### src/rtl/lps_pkg.sv
`timescale 1ns / 1ps

package lps_pkg;

    // field widths
    localparam int DW  = 14;               // window / source size
    localparam int XW  = 16;               // signed pointer position
    localparam int OW  = 15;               // absolute output
    localparam int OFW = DW - 1;           // centering offset, (size - extent) / 2
    localparam int PW  = 2 * DW;           // cross product

    // absolute pointer range
    localparam int POINTER_MAX = 32767;
    localparam int OUT_MAX     = (1 << OW) - 1;
    localparam int QW          = $clog2(POINTER_MAX + 1);   // scaled quotient
    localparam int NW          = DW + QW;                   // scaling dividend

    // queue between front and back
    localparam int Q_DEPTH = 4;
    localparam int QAW     = $clog2(Q_DEPTH);

    // register map, index = paddr[AW-1:2]
    localparam int AW = 4;
    localparam logic [1:0] REG_WIN_W = 2'd0;
    localparam logic [1:0] REG_WIN_H = 2'd1;
    localparam logic [1:0] REG_SRC_W = 2'd2;
    localparam logic [1:0] REG_SRC_H = 2'd3;

    typedef struct packed {
        logic [DW-1:0] win_w;
        logic [DW-1:0] win_h;
        logic [DW-1:0] src_w;
        logic [DW-1:0] src_h;
    } t_cfg;

    // view rectangle as the front needs it: extent - 1 and offset per axis
    typedef struct packed {
        logic           ok;
        logic [DW-1:0]  den_x;
        logic [DW-1:0]  den_y;
        logic [OFW-1:0] off_x;
        logic [OFW-1:0] off_y;
    } t_view;

    typedef struct packed {
        logic [DW-1:0] pos;
        logic [DW-1:0] den;
    } t_axis;

    typedef struct packed {
        logic  ok;
        t_axis x;
        t_axis y;
    } t_job;

endpackage

### src/rtl/lps_in_if.sv
`timescale 1ns / 1ps

interface lps_in_if import lps_pkg::*; ();
    logic                 valid;
    logic                 ready;
    logic signed [XW-1:0] ptr_x;
    logic signed [XW-1:0] ptr_y;

    modport source (output valid, ptr_x, ptr_y, input ready);
    modport sink   (input valid, ptr_x, ptr_y, output ready);
endinterface

### src/rtl/lps_out_if.sv
`timescale 1ns / 1ps

interface lps_out_if import lps_pkg::*; ();
    logic          valid;
    logic          ready;
    logic          emit_valid;
    logic [OW-1:0] abs_x;
    logic [OW-1:0] abs_y;

    modport source (output valid, emit_valid, abs_x, abs_y, input ready);
    modport sink   (input valid, emit_valid, abs_x, abs_y, output ready);
endinterface

### src/rtl/lps_geom.sv
`timescale 1ns / 1ps

module lps_geom import lps_pkg::*; (
    input  logic  i_clk,
    input  logic  i_rst_n,
    input  logic  i_cfg_wr,
    input  t_cfg  i_cfg,
    output t_view o_view,
    output logic  o_busy
);

    localparam int CW = $clog2(PW);

    typedef enum logic [2:0] {S_MUL, S_SEL, S_DIV, S_FIN, S_IDLE} t_state;

    t_state        r_state;
    logic [PW-1:0] r_a;
    logic [PW-1:0] r_b;
    logic          r_wide;
    logic [PW-1:0] r_num;       // dividend, shifts into quotient
    logic [DW-1:0] r_rem;
    logic [DW-1:0] r_dsr;
    logic [CW-1:0] r_cnt;
    t_view         r_view;

    logic [DW:0]   trial;
    logic [DW:0]   diff;
    logic          ge;
    logic [DW-1:0] lim;
    logic [DW-1:0] ext;
    logic          lbox;
    logic [DW-1:0] vw;
    logic [DW-1:0] vh;
    logic [DW-1:0] slack_w;
    logic [DW-1:0] slack_h;
    t_view         n_view;

    // one restoring step
    always_comb begin
        trial = {r_rem, r_num[PW-1]};
        diff  = trial - {1'b0, r_dsr};
        ge    = (trial >= {1'b0, r_dsr});
    end

    // clamp quotient, pick extents, center
    always_comb begin
        lim = r_wide ? i_cfg.win_w : i_cfg.win_h;
        if (r_num == '0) begin
            ext = DW'(1);
        end else if (r_num > PW'(lim)) begin
            ext = lim;
        end else begin
            ext = r_num[DW-1:0];
        end
        lbox    = (i_cfg.src_w != '0) && (i_cfg.src_h != '0) && (r_a != r_b);
        vw      = (lbox && r_wide)  ? ext : i_cfg.win_w;
        vh      = (lbox && !r_wide) ? ext : i_cfg.win_h;
        slack_w = i_cfg.win_w - vw;
        slack_h = i_cfg.win_h - vh;
        n_view.ok    = (i_cfg.win_w != '0) && (i_cfg.win_h != '0);
        n_view.den_x = vw - DW'(1);
        n_view.den_y = vh - DW'(1);
        n_view.off_x = slack_w[DW-1:1];
        n_view.off_y = slack_h[DW-1:1];
    end

    always_ff @(posedge i_clk) begin
        if (!i_rst_n) begin
            r_state   <= S_MUL;
            r_view.ok <= 1'b0;
        end else if (i_cfg_wr) begin
            r_state <= S_MUL;
        end else begin
            case (r_state)
                S_MUL: begin
                    r_a     <= PW'(i_cfg.win_w) * PW'(i_cfg.src_h);
                    r_b     <= PW'(i_cfg.win_h) * PW'(i_cfg.src_w);
                    r_state <= S_SEL;
                end
                S_SEL: begin
                    r_wide  <= (r_a > r_b);
                    r_num   <= (r_a > r_b) ? r_b : r_a;
                    r_dsr   <= (r_a > r_b) ? i_cfg.src_h : i_cfg.src_w;
                    r_rem   <= '0;
                    r_cnt   <= '0;
                    r_state <= S_DIV;
                end
                S_DIV: begin
                    r_rem <= ge ? diff[DW-1:0] : trial[DW-1:0];
                    r_num <= {r_num[PW-2:0], ge};
                    r_cnt <= r_cnt + CW'(1);
                    if (r_cnt == CW'(PW - 1)) begin
                        r_state <= S_FIN;
                    end
                end
                S_FIN: begin
                    r_view  <= n_view;
                    r_state <= S_IDLE;
                end
                S_IDLE: begin
                    r_state <= S_IDLE;
                end
                default: begin
                    r_state <= S_MUL;
                end
            endcase
        end
    end

    assign o_view = r_view;
    assign o_busy = (r_state != S_IDLE);

    a_wr_busy: assert property (@(posedge i_clk) disable iff (!i_rst_n)
        i_cfg_wr |=> o_busy)
        else $error("view not recomputed after register write");

    a_view_fits: assert property (@(posedge i_clk) disable iff (!i_rst_n)
        (!o_busy && o_view.ok) |->
            (o_view.den_x < i_cfg.win_w) && (o_view.den_y < i_cfg.win_h))
        else $error("view extent outside window");

endmodule

### src/rtl/lps_front.sv
`timescale 1ns / 1ps

module lps_front import lps_pkg::*; (
    input  logic      i_hold,
    input  t_view     i_view,
    input  logic      i_q_full,
    lps_in_if.sink    i_ptr,
    output logic      o_push,
    output t_job      o_job
);

    localparam int SW = XW + 1;

    // shift into view coordinates and clamp to 0..den
    function automatic logic [DW-1:0] clamp_axis(logic signed [XW-1:0] p,
                                                 logic [OFW-1:0] off,
                                                 logic [DW-1:0] den);
        logic signed [SW-1:0] s;
        s = $signed({p[XW-1], p}) - $signed({{(SW-OFW){1'b0}}, off});
        if (s < 0) begin
            return '0;
        end else if (s > $signed({{(SW-DW){1'b0}}, den})) begin
            return den;
        end else begin
            return s[DW-1:0];
        end
    endfunction

    assign i_ptr.ready = !i_hold && !i_q_full;
    assign o_push      = i_ptr.valid && i_ptr.ready;

    always_comb begin
        o_job.ok    = i_view.ok;
        o_job.x.den = i_view.den_x;
        o_job.y.den = i_view.den_y;
        o_job.x.pos = clamp_axis(i_ptr.ptr_x, i_view.off_x, i_view.den_x);
        o_job.y.pos = clamp_axis(i_ptr.ptr_y, i_view.off_y, i_view.den_y);
    end

endmodule

### src/rtl/lps_queue.sv
`timescale 1ns / 1ps

module lps_queue import lps_pkg::*; (
    input  logic i_clk,
    input  logic i_rst_n,
    input  logic i_push,
    input  t_job i_job,
    input  logic i_pop,
    output logic o_full,
    output logic o_vld,
    output t_job o_job
);

    t_job           r_mem [Q_DEPTH];
    logic [QAW-1:0] r_wp;
    logic [QAW-1:0] r_rp;
    logic [QAW:0]   r_cnt;

    always_ff @(posedge i_clk) begin
        if (i_push) begin
            r_mem[r_wp] <= i_job;
        end
    end

    always_ff @(posedge i_clk) begin
        if (!i_rst_n) begin
            r_wp  <= '0;
            r_rp  <= '0;
            r_cnt <= '0;
        end else begin
            if (i_push) begin
                r_wp <= r_wp + QAW'(1);
            end
            if (i_pop) begin
                r_rp <= r_rp + QAW'(1);
            end
            case ({i_push, i_pop})
                2'b10:   r_cnt <= r_cnt + (QAW+1)'(1);
                2'b01:   r_cnt <= r_cnt - (QAW+1)'(1);
                default: r_cnt <= r_cnt;
            endcase
        end
    end

    assign o_full = (r_cnt == (QAW+1)'(Q_DEPTH));
    assign o_vld  = (r_cnt != '0);
    assign o_job  = r_mem[r_rp];

    a_no_overrun: assert property (@(posedge i_clk) disable iff (!i_rst_n)
        o_full |-> !i_push)
        else $error("push into full queue");

endmodule

### src/rtl/lps_back.sv
`timescale 1ns / 1ps

module lps_back import lps_pkg::*; (
    input  logic       i_clk,
    input  logic       i_rst_n,
    input  logic       i_job_vld,
    input  t_job       i_job,
    output logic       o_pop,
    lps_out_if.source  o_res
);

    localparam int QBW  = $clog2(QW);
    localparam int SATW = QW + OW;

    typedef struct packed {
        logic [NW-1:0] num;
        logic [DW-1:0] den;
        logic [DW-1:0] rem;
        logic [QW-1:0] q;
    } t_lane;

    typedef struct packed {
        logic  ok;
        t_lane x;
        t_lane y;
    } t_stage;

    // pos * POINTER_MAX + round; top bits start the remainder
    function automatic t_lane lane_init(t_axis a);
        t_lane l;
        l.num = NW'(a.pos) * NW'(POINTER_MAX) + NW'(a.den >> 1);
        l.den = a.den;
        l.rem = l.num[NW-1:QW];
        l.q   = '0;
        return l;
    endfunction

    function automatic t_lane div_step(t_lane l, logic [QBW-1:0] b);
        t_lane      r;
        logic [DW:0] trial;
        r     = l;
        trial = {l.rem, l.num[b]};
        if (trial >= {1'b0, l.den}) begin
            r.rem  = DW'(trial - {1'b0, l.den});
            r.q[b] = 1'b1;
        end else begin
            r.rem = trial[DW-1:0];
        end
        return r;
    endfunction

    function automatic logic [OW-1:0] axis_out(logic ok, t_lane l);
        if (!ok || l.den == '0) begin
            return '0;
        end else if (SATW'(l.q) > SATW'(OUT_MAX)) begin
            return OW'(OUT_MAX);
        end else begin
            return OW'(l.q);
        end
    endfunction

    logic [QW:0] r_vld;
    t_stage      r_stg [0:QW];
    t_stage      n_stg [0:QW];
    logic        en;

    assign en    = !r_vld[QW] || o_res.ready;
    assign o_pop = en && i_job_vld;

    always_comb begin
        n_stg[0].ok = i_job.ok;
        n_stg[0].x  = lane_init(i_job.x);
        n_stg[0].y  = lane_init(i_job.y);
        for (int k = 1; k <= QW; k++) begin
            n_stg[k].ok = r_stg[k-1].ok;
            n_stg[k].x  = div_step(r_stg[k-1].x, QBW'(QW - k));
            n_stg[k].y  = div_step(r_stg[k-1].y, QBW'(QW - k));
        end
    end

    always_ff @(posedge i_clk) begin
        if (!i_rst_n) begin
            r_vld <= '0;
        end else if (en) begin
            r_vld <= {r_vld[QW-1:0], o_pop};
        end
    end

    always_ff @(posedge i_clk) begin
        if (en) begin
            r_stg <= n_stg;
        end
    end

    assign o_res.valid      = r_vld[QW];
    assign o_res.emit_valid = r_stg[QW].ok;
    assign o_res.abs_x      = axis_out(r_stg[QW].ok, r_stg[QW].x);
    assign o_res.abs_y      = axis_out(r_stg[QW].ok, r_stg[QW].y);

    a_rem_bound: assert property (@(posedge i_clk) disable iff (!i_rst_n)
        (r_vld[QW] && r_stg[QW].x.den != '0) |-> (r_stg[QW].x.rem < r_stg[QW].x.den))
        else $error("x divider remainder out of range");

    a_q_bound: assert property (@(posedge i_clk) disable iff (!i_rst_n)
        (r_vld[QW] && r_stg[QW].y.den != '0) |-> (r_stg[QW].y.q <= QW'(POINTER_MAX)))
        else $error("y quotient above pointer maximum");

endmodule

### src/rtl/letterbox_pointer_scaler.sv
`timescale 1ns / 1ps

// Letterbox pointer scaler. Each input word carries a signed pointer position
// in window pixels; each output word carries the position mapped onto
// 0..POINTER_MAX through the centred view of the remote picture, with
// emit_valid low (and both coordinates 0) while either window size is zero.
// Throughput is one word per clock while the output is ready and the view is
// not being recomputed. Words pass through the queue, where the scaled
// dividend is formed on its way into the first stage, then through one
// restoring-division stage per quotient bit (15 for the default range), both
// axes side by side. The view rectangle is recomputed after reset and after
// every register write by a bit-serial divider (cross products, select, 28
// division steps, finish); the input is not ready in the write cycle itself
// and while the divider runs. The output sits in a register, and a 4-word
// queue lets the input keep accepting while a result waits. Registers sit at
// byte addresses 0x0 (window width), 0x4 (window height), 0x8 (source width),
// 0xC (source height), 14 bits each, readable back; write them only while
// no word is in flight.

module letterbox_pointer_scaler import lps_pkg::*; (
    input  logic          i_clk,
    input  logic          i_rst_n,
    lps_in_if.sink        i_ptr,
    lps_out_if.source     o_res,
    input  logic          psel,
    input  logic          penable,
    input  logic          pwrite,
    input  logic [AW-1:0] paddr,
    input  logic [31:0]   pwdata,
    output logic [31:0]   prdata,
    output logic          pready
);

    t_cfg  r_cfg;
    logic  cfg_wr;
    t_view view;
    logic  busy;
    logic  q_full;
    logic  q_vld;
    logic  q_pop;
    logic  push;
    t_job  push_job;
    t_job  q_job;

    // APB register file: write on the access phase, zero wait states
    assign pready = 1'b1;
    assign cfg_wr = psel && penable && pwrite;

    always_ff @(posedge i_clk) begin
        if (!i_rst_n) begin
            r_cfg <= '0;
        end else if (cfg_wr) begin
            case (paddr[AW-1:2])
                REG_WIN_W: r_cfg.win_w <= pwdata[DW-1:0];
                REG_WIN_H: r_cfg.win_h <= pwdata[DW-1:0];
                REG_SRC_W: r_cfg.src_w <= pwdata[DW-1:0];
                REG_SRC_H: r_cfg.src_h <= pwdata[DW-1:0];
                default:   r_cfg       <= r_cfg;
            endcase
        end
    end

    always_comb begin
        case (paddr[AW-1:2])
            REG_WIN_W: prdata = 32'(r_cfg.win_w);
            REG_WIN_H: prdata = 32'(r_cfg.win_h);
            REG_SRC_W: prdata = 32'(r_cfg.src_w);
            REG_SRC_H: prdata = 32'(r_cfg.src_h);
            default:   prdata = '0;
        endcase
    end

    // view rectangle, recomputed whenever the registers change
    lps_geom u_geom (
        .i_clk    (i_clk),
        .i_rst_n  (i_rst_n),
        .i_cfg_wr (cfg_wr),
        .i_cfg    (r_cfg),
        .o_view   (view),
        .o_busy   (busy)
    );

    // front: offset and clamp into the view; held off while the view settles
    lps_front u_front (
        .i_hold   (busy || cfg_wr),
        .i_view   (view),
        .i_q_full (q_full),
        .i_ptr    (i_ptr),
        .o_push   (push),
        .o_job    (push_job)
    );

    lps_queue u_queue (
        .i_clk    (i_clk),
        .i_rst_n  (i_rst_n),
        .i_push   (push),
        .i_job    (push_job),
        .i_pop    (q_pop),
        .o_full   (q_full),
        .o_vld    (q_vld),
        .o_job    (q_job)
    );

    // back: scale with rounding through the pipelined divider
    lps_back u_back (
        .i_clk     (i_clk),
        .i_rst_n   (i_rst_n),
        .i_job_vld (q_vld),
        .i_job     (q_job),
        .o_pop     (q_pop),
        .o_res     (o_res)
    );

endmodule

### src/flat_wrapper.sv
// flat-port wrapper written by rule: the top's interface ports become plain ports
module letterbox_pointer_scaler_flat import lps_pkg::*;
  (i_clk, i_rst_n, psel, penable, pwrite, paddr, pwdata, prdata, pready, i_ptr_valid, i_ptr_ptr_x, i_ptr_ptr_y, i_ptr_ready, o_res_valid, o_res_emit_valid, o_res_abs_x, o_res_abs_y, o_res_ready);
  lps_in_if i_ptr_i ();
  lps_out_if o_res_i ();
  input  logic i_clk;
  input  logic i_rst_n;
  input  logic psel;
  input  logic penable;
  input  logic pwrite;
  input  logic [AW-1:0] paddr;
  input  logic [31:0] pwdata;
  output logic [31:0] prdata;
  output logic pready;
  input wire logic [$bits(i_ptr_i.valid)-1:0] i_ptr_valid;
  input wire logic [$bits(i_ptr_i.ptr_x)-1:0] i_ptr_ptr_x;
  input wire logic [$bits(i_ptr_i.ptr_y)-1:0] i_ptr_ptr_y;
  output wire logic [$bits(i_ptr_i.ready)-1:0] i_ptr_ready;
  output wire logic [$bits(o_res_i.valid)-1:0] o_res_valid;
  output wire logic [$bits(o_res_i.emit_valid)-1:0] o_res_emit_valid;
  output wire logic [$bits(o_res_i.abs_x)-1:0] o_res_abs_x;
  output wire logic [$bits(o_res_i.abs_y)-1:0] o_res_abs_y;
  input wire logic [$bits(o_res_i.ready)-1:0] o_res_ready;
  assign i_ptr_i.valid = i_ptr_valid;
  assign i_ptr_i.ptr_x = i_ptr_ptr_x;
  assign i_ptr_i.ptr_y = i_ptr_ptr_y;
  assign i_ptr_ready = i_ptr_i.ready;
  assign o_res_valid = o_res_i.valid;
  assign o_res_emit_valid = o_res_i.emit_valid;
  assign o_res_abs_x = o_res_i.abs_x;
  assign o_res_abs_y = o_res_i.abs_y;
  assign o_res_i.ready = o_res_ready;
  letterbox_pointer_scaler u_core (.i_clk(i_clk), .i_rst_n(i_rst_n), .i_ptr(i_ptr_i), .o_res(o_res_i), .psel(psel), .penable(penable), .pwrite(pwrite), .paddr(paddr), .pwdata(pwdata), .prdata(prdata), .pready(pready));
endmodule
### config.mk
export PLATFORM = sky130hd
export DESIGN_NAME = letterbox_pointer_scaler_flat
export DESIGN_NICKNAME = d
export VERILOG_FILES = /design/src/rtl/lps_pkg.sv /design/src/rtl/lps_in_if.sv /design/src/rtl/lps_out_if.sv /design/src/rtl/lps_geom.sv /design/src/rtl/lps_front.sv /design/src/rtl/lps_queue.sv /design/src/rtl/lps_back.sv /design/src/rtl/letterbox_pointer_scaler.sv /design/src/flat_wrapper.sv
export SDC_FILE = /design/constraint.sdc
export NUM_CORES = 2
export LEC_CHECK = 0
export BUFFER_PORTS_ARGS = -buffer_cell sky130_fd_sc_hd__buf_2
export CAP_MARGIN = 20
export CORE_UTILIZATION = 50
export DETAILED_ROUTE_END_ITERATION = 8
export PLACE_DENSITY = 0.66
export SLEW_MARGIN = 30
export SYNTH_ARGS = -nofsm -noshare
export SYNTH_HDL_FRONTEND = slang
export SYNTH_SLANG_ARGS = --single-unit
### constraint.sdc
create_clock -name i_clk -period 71.4 [get_ports i_clk]
set_input_delay 21.42 -clock i_clk [delete_from_list [all_inputs] [get_ports i_clk]]
set_output_delay 21.42 -clock i_clk [all_outputs]
set_load 0.02 [all_outputs]
==> flow_metrics.env <==
export IMPL_synthArstFlopShare_pct=0
export IMPL_yosys_top_cells_area="edfxtp_1 (48%), ha_1 (11%), fa_1 (8.7%), inv_1 (4.4%), mux2_2 (3.3%)"
export IMPL_max_cap_violations=0
export IMPL_grt_pass1_vias=68200
export IMPL_routedWlPerCell_um=18.3
export IMPL_ys_seq_elements=1849
export IMPL_clock_sinks=1849
export IMPL_cpPeakStageDelay_ps=640
export IMPL_numCtsBuffers=194
export IMPL_die_h_um=473
export IMPL_synthCells=9072
export IMPL_num_vias=66700
export IMPL_grt_max_degree=205
export IMPL_clk_latency_ps=850
export IMPL_synth_area_sq_um=111000
export IMPL_drc=0
export IMPL_drive_above_1_share_pct=10.3
export IMPL_report_final_hold_viol_count=0
export IMPL_gp_congestion=0.868
export IMPL_ys_seq_area_share_pct=49.3
export IMPL_core_area_sq_um=220000
export IMPL_setup_tns_ps=0
export IMPL_crit_top_cell="buf_2"
export IMPL_skew_ps=57.5
export IMPL_start_kind="primary input"
export IMPL_synthTopCellsByCount="edfxtp_1 (1764), inv_1 (1296), ha_1 (957), nand2_1 (592), nor2_1 (531)"
export IMPL_wirelength_um=226000
export IMPL_synth_top_area_cell="edfxtp_1"
export IMPL_overflow=0
export IMPL_netlist_area_leader_share_pct=47.8
export IMPL_run_status="finished, final reports clean"
export IMPL_arrival_ps=22780
export IMPL_slew_headroom_pct=30.1
export IMPL_path_clk_slew_ps=60
export IMPL_crit_slowest_cell="mux4_2"
export IMPL_drtPass1Iterations=6
export IMPL_critPathMaxFanout=22
export IMPL_post_cts_buffers=0
export IMPL_start_util_pct=50.4
export IMPL_nets=10800
export IMPL_cts_root_buf="clkbuf_16"
export IMPL_path_cells="buf_2, mux4_2, buf_2"
export IMPL_io_pins=141
export IMPL_end_kind="output port"
export IMPL_antenna_found_initial=6
export IMPL_cts_resized=0
export IMPL_setup_violations=0
export IMPL_fin_crit_ps=44200
export IMPL_antenna_left=0
export IMPL_row_count=172
export IMPL_synth_edff_count=1764
export IMPL_cts_tree="yes"
export IMPL_register_area_sq_um=54700
export IMPL_htreeDepth=4
export IMPL_dieArea_sq_um=224000
export IMPL_areaGrowthSynthToFinish_pct=9.58
export IMPL_fmax_mhz=22.6
export IMPL_drv_slew=0
export IMPL_track_usage_pct=20.3
export IMPL_clk_path_buf_depth=3
export IMPL_yosysMostFrequentCell="edfxtp_1"
export IMPL_synthFlopType="edfxtp_1"
export IMPL_fill_cells=18200
export IMPL_fp_dieW_um=473
export IMPL_synthDistinctLibCells=98
export IMPL_avgViaCountPerCell=5.40
export IMPL_placement_io_buffers=101
export IMPL_hp_class="reg2reg"
export IMPL_period_share_pct=61.9
export IMPL_drt_initial_drc_count=4068
export IMPL_ys_warn_count=0
export IMPL_cp_required_ps=49980
export IMPL_cts_hold_buffers=0
export IMPL_worstSetupPathType="in2out"
export IMPL_grt_setup_unrepaired="no"
export IMPL_multiInputGateArea_sq_um=50500
export IMPL_dpl_hpwl_um=166000
export IMPL_worst_pin_slew_ps=1050
export IMPL_grt_pass1_wl_um=363000
export IMPL_synth_avg_cell_area_sq_um=12.2
registers in the layout, summed over array words and instances (netlist names), named ones only:
signal,flops
u_core.u_back.n_stg,885
u_core.u_back.r_stg,478
u_core.u_queue.r_mem,228
u_core.r_cfg,56
u_core.u_geom.o_view,55
u_core.u_geom.r_a,28
u_core.u_geom.r_b,28
u_core.u_geom.r_num,28
u_core.u_back.r_vld,16
u_core.u_geom.r_dsr,14
u_core.u_geom.r_rem,14
u_core.u_geom.r_cnt,5
u_core.u_geom.r_state,3
u_core.u_queue.r_cnt,3
u_core.u_queue.r_rp,2
u_core.u_queue.r_wp,2
u_core.u_back.o_res.emit_valid,1
u_core.u_geom.r_wide,1
cells by family after synthesis:
kind of cell,after synthesis,share of synthesized area [%]
AO/OA/AOI/OAI,1297,7.71
XOR/XNOR,435,3.44
adder cells (fa/ha/maj),1440,19.5
buffers and inverters,1535,5.29
flip-flops,1849,49.3
multiplexers,525,5.94
other,2,0.00678
AND/OR/NAND/NOR,1989,8.77
cell usage in the layout (no fill, tap or decap), types with 61 or more instances in the layout:
cell type and count:
edfxtp_1 1764, inv_1 1295, ha_1 957, nand2_1 590
nor2_1 513, fa_1 481, mux2_2 328, o21ai_0 307
xnor2_1 296, a21oi_1 274, a21o_1 232, and2_1 229
clkbuf_16 198, a21boi_0 170, xor2_1 139, mux2i_1 124
nor2b_1 119, nor3_1 113, buf_2 101, buf_4 82
dfxtp_1 82, mux4_2 73, nand2b_1 70, nand4_1 62
and4_1 61
per-layer routing:
layer | part of all wire (%) | track usage, %
met1 | 45 | 27.4
met3 | 4.4 | 2.69
met4 | 2.5 | 5.69
met5 | 0.0058 | 0
met2 | 48 | 34.4
stage by stage:
| stage | setup slack (ps) | instances | instance area, sq um | utilization [%] | hold slack [ps] |
|---|---|---|---|---|---|
| after floorplan | 10680 | 9089 | 111000 | - | 400 |
| after global placement | 27230 | 12000 | 115000 | 52.2 | 401 |
| after detailed placement | 27220 | 12000 | 115000 | 52.2 | 405 |
| after CTS | 27210 | 12400 | 121000 | 55.2 | 381 |
| after global routing | 27120 | 12400 | 121000 | 55.2 | 385 |
| final | 27200 | 12400 | 121000 | 55.2 | 386 |
final timing paths:
path	cells past startpoint	start	slack, ps	endpoint
setup / recovery	3	paddr[2]	27200	prdata[1]
hold / removal	0	u_core.u_back.n_stg[2012]	390	u_core.u_back.n_stg[1867]
setup reg to reg	24	register	62300	u_core.u_back.r_stg[2202]
hold reg to reg	0	u_core.u_back.n_stg[2012]	390	u_core.u_back.n_stg[1867]
layout make-up:
| type | count | share of cell area (%) |
|---|---|---|
| Inverter | 1297 | 4.02 |
| Multi-Input combinational cell | 5705 | 41.5 |
| Tap cell | 2958 | 3.05 |
| Timing Repair Buffer | 191 | 1.04 |
| Sequential cell | 1849 | 45.0 |
| Clock inverter | 123 | 1.09 |
| Clock buffer | 234 | 4.23 |
| Antenna cell | 1 | 0.00206 |
worst max-delay path, delay by kind of cell:
family | cells | cell delay [ps]
buffers and inverters | 2 | 700
multiplexers | 1 | 640
Power is left out: the tool's default activity adds up to more than one toggle a clock period on the data nets, which glitch-free logic cannot reach.
